### src/hw/rtl/int_to_decimal_ascii_macros.svh
// ----------------------------------------------------------------------------
// int_to_decimal_ascii_macros.svh
// Assertion macros shared by the integer-to-ASCII block.
// ----------------------------------------------------------------------------
`ifndef INT_TO_DECIMAL_ASCII_MACROS_SVH
`define INT_TO_DECIMAL_ASCII_MACROS_SVH

// Expression must hold at every clock edge outside reset.
`define I2DA_ASSERT(label, clk, rst, expr, msg) \
   label: assert property (@(posedge clk) disable iff (rst) (expr)) else $error(msg);

// Antecedent in one cycle implies consequent in the next.
`define I2DA_ASSERT_NEXT(label, clk, rst, ante, cons, msg) \
   label: assert property (@(posedge clk) disable iff (rst) (ante) |=> (cons)) \
      else $error(msg);

// Antecedent implies consequent in the same cycle.
`define I2DA_ASSERT_SAME(label, clk, rst, ante, cons, msg) \
   label: assert property (@(posedge clk) disable iff (rst) (ante) |-> (cons)) \
      else $error(msg);

`endif

### src/hw/rtl/i2da_pkg.sv
// ----------------------------------------------------------------------------
// i2da_pkg
// Shared types and constants for the integer-to-decimal-ASCII converter.
// ----------------------------------------------------------------------------
`default_nettype none

package i2da_pkg;

   // ASCII codes
   localparam logic [7:0] CHAR_ZERO  = 8'h30;
   localparam logic [7:0] CHAR_MINUS = 8'h2D;

   // Magnitude fits 10 decimal digits (2^31 < 10^10)
   localparam int MAX_DIGITS = 10;
   localparam int DIG_IDX_W  = $clog2(MAX_DIGITS + 1);

   // floor(n / 10) == (n * 0xCCCCCCCD) >> 35 for every 32-bit n
   localparam logic [63:0] RECIP_TEN = 64'h0000_0000_CCCC_CCCD;
   localparam int          QUOT_LSB  = 35;

   // Controller to datapath commands
   typedef struct packed {
      logic load;        // capture input value
      logic div_step;    // peel one digit off the magnitude
      logic emit_sign;   // drive '-' beat
      logic emit_digit;  // drive next digit beat, most significant first
   } cmd_type;

   // Datapath to controller status
   typedef struct packed {
      logic div_done;    // quotient of this step is zero
      logic negative;    // captured value was negative
      logic last_digit;  // one digit left to emit
   } status_type;

endpackage

`default_nettype wire

### src/hw/rtl/i2da_ctrl.sv
// ----------------------------------------------------------------------------
// i2da_ctrl
// Sequencer: accept, divide loop, optional sign beat, digit beats.
// ----------------------------------------------------------------------------
`default_nettype none

module i2da_ctrl (
   input  wire logic                 clock,
   input  wire logic                 reset,
   input  wire logic                 start,
   input  wire i2da_pkg::status_type sts,
   output      logic                 busy,
   output      i2da_pkg::cmd_type    cmd
);

   typedef enum logic [3:0] {
      ST_IDLE  = 4'b0001,
      ST_DIV   = 4'b0010,
      ST_SIGN  = 4'b0100,
      ST_DIGIT = 4'b1000
   } state_type;

   state_type state_ff;
   state_type state_in;

   // Next state and command decode
   always_comb begin
      state_in = state_ff;
      cmd      = '0;
      busy     = 1'b1;
      case (state_ff)
         ST_IDLE: begin
            busy = 1'b0;
            if (start) begin
               cmd.load = 1'b1;
               state_in = ST_DIV;
            end
         end
         ST_DIV: begin
            cmd.div_step = 1'b1;
            if (sts.div_done) begin
               state_in = sts.negative ? ST_SIGN : ST_DIGIT;
            end
         end
         ST_SIGN: begin
            cmd.emit_sign = 1'b1;
            state_in      = ST_DIGIT;
         end
         ST_DIGIT: begin
            cmd.emit_digit = 1'b1;
            if (sts.last_digit) begin
               state_in = ST_IDLE;
            end
         end
         default: begin
            state_in = ST_IDLE;
         end
      endcase
   end

   always_ff @(posedge clock) begin
      if (reset) begin
         state_ff <= ST_IDLE;
      end else begin
         state_ff <= state_in;
      end
   end

endmodule

`default_nettype wire

### config.mk
export PLATFORM = sky130hd
export DESIGN_NAME = i2da_ctrl
export DESIGN_NICKNAME = d
export VERILOG_FILES = /design/src/hw/rtl/int_to_decimal_ascii_macros.svh /design/src/hw/rtl/i2da_pkg.sv /design/src/hw/rtl/i2da_ctrl.sv
export SDC_FILE = /design/constraint.sdc
export NUM_CORES = 1
export LEC_CHECK = 0
export BUFFER_PORTS_ARGS = -buffer_cell sky130_fd_sc_hd__buf_2
export CAP_MARGIN = 20
export CORE_AREA = 5 5 42 44
export DETAILED_ROUTE_END_ITERATION = 10
export DIE_AREA = 0 0 47 49
export GPL_TIMING_DRIVEN = 0
export RECOVER_POWER = 50
export SYNTH_ARGS = -nofsm -noshare
export SYNTH_HDL_FRONTEND = slang
export SYNTH_SLANG_ARGS = --single-unit
### constraint.sdc
create_clock -name clock -period 2.4 [get_ports clock]
set_input_delay 0.36 -clock clock [delete_from_list [all_inputs] [get_ports clock]]
set_output_delay 0.36 -clock clock [all_outputs]
set_load 0.01 [all_outputs]
; ---- After elaboration in Yosys (flattened, before gate mapping)
; Cells that the tools add are included.
[classes]
reduce_logical = 1
n_eq_ne = 7
mux = 11
[op_table]
columns = operator, count
row1 = two-way mux 4 bit, 4
row2 = case mux 4 bit (4 select lines), 1
row3 = two-way mux 1 bit, 6
row4 = != test 2 bit (second input constant), 3
row5 = == test 4 x 1 -> 1 bit (second input constant), 1
row6 = == test 4 x 2 -> 1 bit (second input constant), 1
row7 = == test 4 x 3 -> 1 bit (second input constant), 1
row8 = == test 4 bit (second input constant), 1
row9 = AND reduction 3 bit, 1
[totals]
in_bits = 6
output_inout_bits = 5
elab_cells = 20
reg_bits = 4

; ---- Depth between registers and ports, before layout
; Gate-level depths: netlist of run 1.
[logic_depth]
word_depth = 3
mapped_depth = 4
depth_no_buf = 4

; ---- Worst setup path after synthesis of run 1
; OpenSTA, ideal clock, no wires.
[synth_path]
path_kind = register to output
start = reg state_ff[0]
end = out cmd[3] in the netlist's numbering
setup_slack_ps = 895
path_stages_with_launch = 4
arrival_time_ps = 1145
required_ps = 2040
cell_sequence = dfxtp_1 > nor4b_1 > inv_1 > nor2_1
[synth_lines]
columns = item, line_no
row1 = from (decl), i2da_ctrl.sv:23  ; state_type state_ff;
row2 = from (signal assigned), i2da_ctrl.sv:65  ; state_ff <= state_in;
row3 = to (decl), i2da_ctrl.sv:13  ; output i2da_pkg::cmd_type cmd

==> results of run 1 <==
[area by class of cell]
cell class / instances / share of cell area (%)
Multi-Input combinational cell: 18 / 42.1
Sequential cell: 4 / 25.2
Timing Repair Buffer: 10 / 15.7
Clock buffer: 3 / 7.09
Tap cell: 16 / 6.30
Inverter: 3 / 3.54
[stage by stage]
stage | hold slack, ps | util (%)
finish | 318 | 22.7
global route | 323 | 22.7
CTS | 309 | 23.0
detailed placement | 558 | 21.4
global placement | 556 | 21.4
floorplan | 429 | -
[worst max path at each step]
stage                        end  cells past startpoint
after global routing      cmd[3]                      4
after detailed placement  cmd[3]                      4
after floorplan           cmd[3]                      3
after CTS                 cmd[3]                      4
final                     cmd[3]                      4
after global placement    cmd[3]                      4
[per-layer routing]
metal  vias up  part of all wire [%]  wire [um]
met5         -                     0          0
met4         0                     0          0
met3         0                   9.8         55
met2         8                    40        223
met1        97                    50        280
li1        122                     -          -
[cells in the mapped netlist]
library cell | n | share of area, %
a211oi_2 | 1 | 5.4
nand2b_1 | 1 | 2.7
nor2_1 | 2 | 3.3
o41ai_1 | 1 | 3.8
and4b_1 | 1 | 4.3
a21oi_1 | 2 | 4.3
inv_1 | 3 | 4.9
nor4bb_1 | 1 | 4.3
o21ai_0 | 1 | 2.2
nor2b_1 | 1 | 2.7
nor4b_1 | 4 | 15
o211a_1 | 1 | 4.3
or3b_1 | 2 | 7.6
dfxtp_1 | 4 | 35
[where the power goes]
group / switching, uW / internal [uW] / total [uW]
Clock: 26.0 / 55.8 / 81.8
Sequential: 6.47 / 71.0 / 77.5
Combinational: 15.3 / 15.6 / 30.8
Total: 47.7 / 142 / 190
[cells by family (layout without fill, tap and decap cells)]
family,count (synthesis),count (layout),synth area share [%]
buffers and inverters,3,16,4.89
AO/OA/AOI/OAI,6,6,20.1
AND/OR/NAND/NOR,12,12,40.2
flip-flops,4,4,34.8
[worst max-delay path, cell delays in order, from the launching register on]
cell,delay [ps]
dfxtp_1,400
nor4b_1,420
inv_1,100
nor2_1,130
buf_2,150
==> qor.txt, run 1 <==
Outcome = completed
Gr ovfl total = 0
Global-route met2 utilization = 5.20%
Fin Setup TNS = 0 ps
Die area = 2300 sq um
Port-buffer cells = 10
Initial antenna violation count = 0
Reg2reg end = state_ff[2]$_SDFFE_PP0P_
FF+latch count, synth = 4
ANT nets after route = 0
CTS resizes = 0
Setup CP Type = reg2out
Clock Skews = 1.00 ps
Max Buffers Root-to-Sink = 2
RSZ-0062 raised after global routing = no
DP Area = 300 sq um
Dpl hpwl = 443 um
Commonest non-fill, non-tap cell in the layout = buf_2
Startpoint types = flop
Largest reg by FF count = state_ff
Drt drc = 0
IO Count = 11
CTS Root Cell = clkbuf_4
Met3 Track Usage GR = 2.58%
Final critical path time including I/O delays and setup = 1800 ps
Cts hold-fix bufs = 0
Area Growth Syn to Fin = 38.0%
Fin. max-slew vios = 0
Critical path capture point type = output port
Layout cells sized above 1 = 34.2%
Diodes inserted = 0
Vias in the first global route = 206
H-tree levels = 1
CTS tree = yes
M1 GR Usage = 7.88%
Most frequent cells in the layout = buf_2, nor4b_1, dfxtp_1, inv_1, clkbuf_4
Slew @ Worst Pin = 467 ps
Worst Hold Depth = 2
Yosys warnings = 0
Iteration-0 DRC count of the detailed router = 0
Worst setup margin = 602 ps
Hold Vio Cnt, Final = 0
Max reg flops = 4
Endpoints failing setup = 0
Sequential area share after synthesis = 34.8%
Skew-Pair Late Insertion Delay = 230 ps
Final instance area = 318 sq um
Fillers = 166
Worst relative slew slack = 68.4%
Final Routed Wirelength = 559 um
Fmax = 556 MHz
Post-CTS setup buffers = 0
Top Registers = state_ff (4)
Worst IR drop on VDD = 0.273 mV
Final cell count without fillers = 54
R2R setup slack = 850 ps
RR Startpoint = state_ff[3]$_SDFFE_PP0P_
Cells after DPL = 51
Critical Path RT = 2040 ps
WP data arrival = 1440 ps
Num CTS Buffers = 3
Final GP Congestion = 0.678
Core area = 1400 sq um
Worst min-delay path category = in2reg
DIE HEIGHT = 49 um
Layer with the highest usage = met1
Vias post-DR = 227
Power per cell area = 598 nW/um^2
Syn nets = 31
WL/cell = 10.4 um
Clock Pin Slew Worst Setup and Hold Paths = 40 ps
Cell row count = 14
Leakage = 0.000152 uW
Global-route wire length before repair = 869 um
Initial core utilization = 16.4%
Netlist cell types = 14
Mapped Area = 230 sq um
Final nets = 46
Worst Setup SP = state_ff[0]$_SDFFE_PP1P_
Fin crit share = 74.9%
Pre-CTS setup slack = 823 ps
Largest net degree at the start of global routing = 9
Avg Cell Area, Syn = 9.21 sq um
Syn Inst Count = 25
DR pass1 iterations = 1
Tot Pwr = 190 uW
GRT Total Usage = 5.49%
DIE WIDTH = 47 um
Crit-path max FO = 6
WHS Endpoint = state_ff[3]$_SDFFE_PP0P_
Multi-input gate area = 134 sq um
Avg Vias per Cell = 4.20
Seq. cell area = 80.1 sq um
Worst reg-to-reg path cell count = 3
Hold Startpoint = reset
Maximum Capacitance Violations = 0
Clk sink count = 4
Note: power is estimated with default switching activity, not from simulation.
==> run 2, diff against run 1 <==
==> constraint.sdc (replaced) <==
create_clock -name clock -period 1.6 [get_ports clock]
set_input_delay 0.24 -clock clock [delete_from_list [all_inputs] [get_ports clock]]
set_output_delay 0.24 -clock clock [all_outputs]
set_load 0.01 [all_outputs]
==> qor.txt, run 2 (synthesized netlist as in run 1, its figures left out) <==
Drt drc = 0 (unchanged)
Leakage = 0.000171 uW (+12%)
Fin. max-slew vios = 0 (unchanged)
ANT nets after route = 0 (unchanged)
Critical path capture point type = output port
Outcome = completed
Final nets = 47 (+2.2%)
Max Buffers Root-to-Sink = 2 (unchanged)
H-tree levels = 1 (unchanged)
WP data arrival = 1290 ps (-150 ps)
Cells along the critical path = nor4b_1 -> buf_2
Initial antenna violation count = 0 (unchanged)
Worst relative slew slack = 69.8% (+1.4 points)
Hold Vio Cnt, Final = 0 (unchanged)
Fin crit share = 95.6%
Clock Pin Slew Worst Setup and Hold Paths = 40 ps (about the same)
DR pass1 iterations = 1 (unchanged)
Final cell count without fillers = 55 (+1.9%)
Num CTS Buffers = 3 (unchanged)
Top Registers = state_ff (4)
Port-buffer cells = 10 (unchanged)
Final Routed Wirelength = 566 um (+1.3%)
Largest delay share family, worst path = simple AND/OR/NAND/NOR gates
Global-route wire length before repair = 883 um (+1.6%)
Most frequent cells in the layout = buf_2, inv_1, clkbuf_4, dfxtp_2
Cell row count = 14 (unchanged)
Endpoints failing setup = 0 (unchanged)
Avg Vias per Cell = 4.29 (+2.1%)
WL/cell = 10.3 um (-0.59%)
Commonest non-fill, non-tap cell in the layout = buf_2
Crit-path max FO = 7 (+1)
Worst min-delay path category = in2reg
Fin Setup TNS = 0 ps (unchanged)
DIE HEIGHT = 49 um (unchanged)
Die area = 2300 sq um (unchanged)
Skew-Pair Late Insertion Delay = 230 ps (about the same)
Setup CP Type = reg2out
Max reg flops = 4 (unchanged)
Fillers = 160 (-3.6%)
DIE WIDTH = 47 um (unchanged)
Largest net degree at the start of global routing = 9 (unchanged)
Clk sink count = 4 (unchanged)
Area Growth Syn to Fin = 54.3%
Maximum Capacitance Violations = 0 (unchanged)
WHS = 199 ps (-119 ps)
Startpoint types = flop
Worst IR drop on VDD = 0.418 mV (+53%)
Final GP Congestion = 0.678 (unchanged)
Iteration-0 DRC count of the detailed router = 0 (unchanged)
Cells after DPL = 51 (unchanged)
Critical Path RT = 1360 ps (-680 ps)
Bufs and invs on worst path = 1 (-1)
CP max stage cell = nor4b_1
Max incr delay on CP = 470 ps (+50 ps)
Core area = 1400 sq um (unchanged)
Vias in the first global route = 208 (+0.97%)
Power per cell area = 856 nW/um^2 (+43%)
Final critical path time including I/O delays and setup = 1530 ps
RSZ-0062 raised after global routing = no
GRT Total Usage = 5.56% (+0.070 points)
CTS tree = yes
Largest reg by FF count = state_ff
Fmax = 654 MHz
IO Count = 11 (unchanged)
Gr ovfl total = 0 (unchanged)
Clock Skews = 2.08 ps (+1.08 ps)
Layout cells sized above 1 = 51.3% (+17 points)
Dpl hpwl = 443 um (unchanged)
CTS Root Cell = clkbuf_4
Diodes inserted = 0 (unchanged)
Slew @ Worst Pin = 446 ps (-21.0 ps)
Vias post-DR = 236 (+4.0%)
Initial core utilization = 16.4% (unchanged)
==> run 2: cell count changes in the layout (fill, tap and decap cells not counted), sizes merged <==
cell  change
buf       +1
==> run 2: power breakdown <==
part	internal, uW	switching (uW)	total (uW)
registers	108	12.7	121
clock network	83.8	39.7	124
logic	35.4	24.7	60.1
total	227	77.1	304
==> run 2: worst paths after layout <==
kind	startpoint	to	slack (ps)	cells past startpoint
setup / recovery	state_ff[3]$_SDFFE_PP0P_	cmd[2]	70	2
hold / removal	reset	state_ff[3]$_SDFFE_PP0P_	200	2
setup reg to reg	state_ff[3]$_SDFFE_PP0P_	state_ff[2]$_SDFFE_PP0P_	110	3
hold reg to reg	state_ff[0]$_SDFFE_PP1P_	state_ff[3]$_SDFFE_PP0P_	620	3
==> run 2: metal layers <==
| metal | track usage, % | up-vias | wire length, um |
|---|---|---|---|
| li1 | - | 124 | - |
| met1 | 7.88 | 104 | 277 |
| met2 | 5.43 | 8 | 233 |
| met3 | 2.58 | 0 | 55 |
| met4 | 5.53 | 0 | 0 |
| met5 | 0 | - | 0 |
==> run 2: what timing repair did <==
action,4_1_cts,5_1_grt
setup buffers,0,1
pin swaps,0,1
gates resized for setup,1,5
hold buffers,0,0
endpoints found under the setup margin,1,4
==> run 2: area by class of cell <==
type                    instances  area, sq um  share of cell area, %
multi-input cells              18          160                   45.1
clock buffers                   3         22.5                   6.34
inverters                       3         11.3                   3.17
flip-flops and latches          4         83.8                   23.6
repair buffers                 11         57.6                   16.2
well taps                      16         20.0                   5.63
==> run 2: metrics by stage <==
step / util [%] / total power, uW / area, sq um / worst slack, ps
after floorplan: - / 144 / 230 / 215
after global placement: 21.4 / 165 / 300 / 116
after detailed placement: 21.4 / 165 / 300 / 143
after CTS: 23.5 / 297 / 329 / 12.1
after global routing: 25.4 / 328 / 355 / 12.1
final: 25.4 / 304 / 355 / 70.4
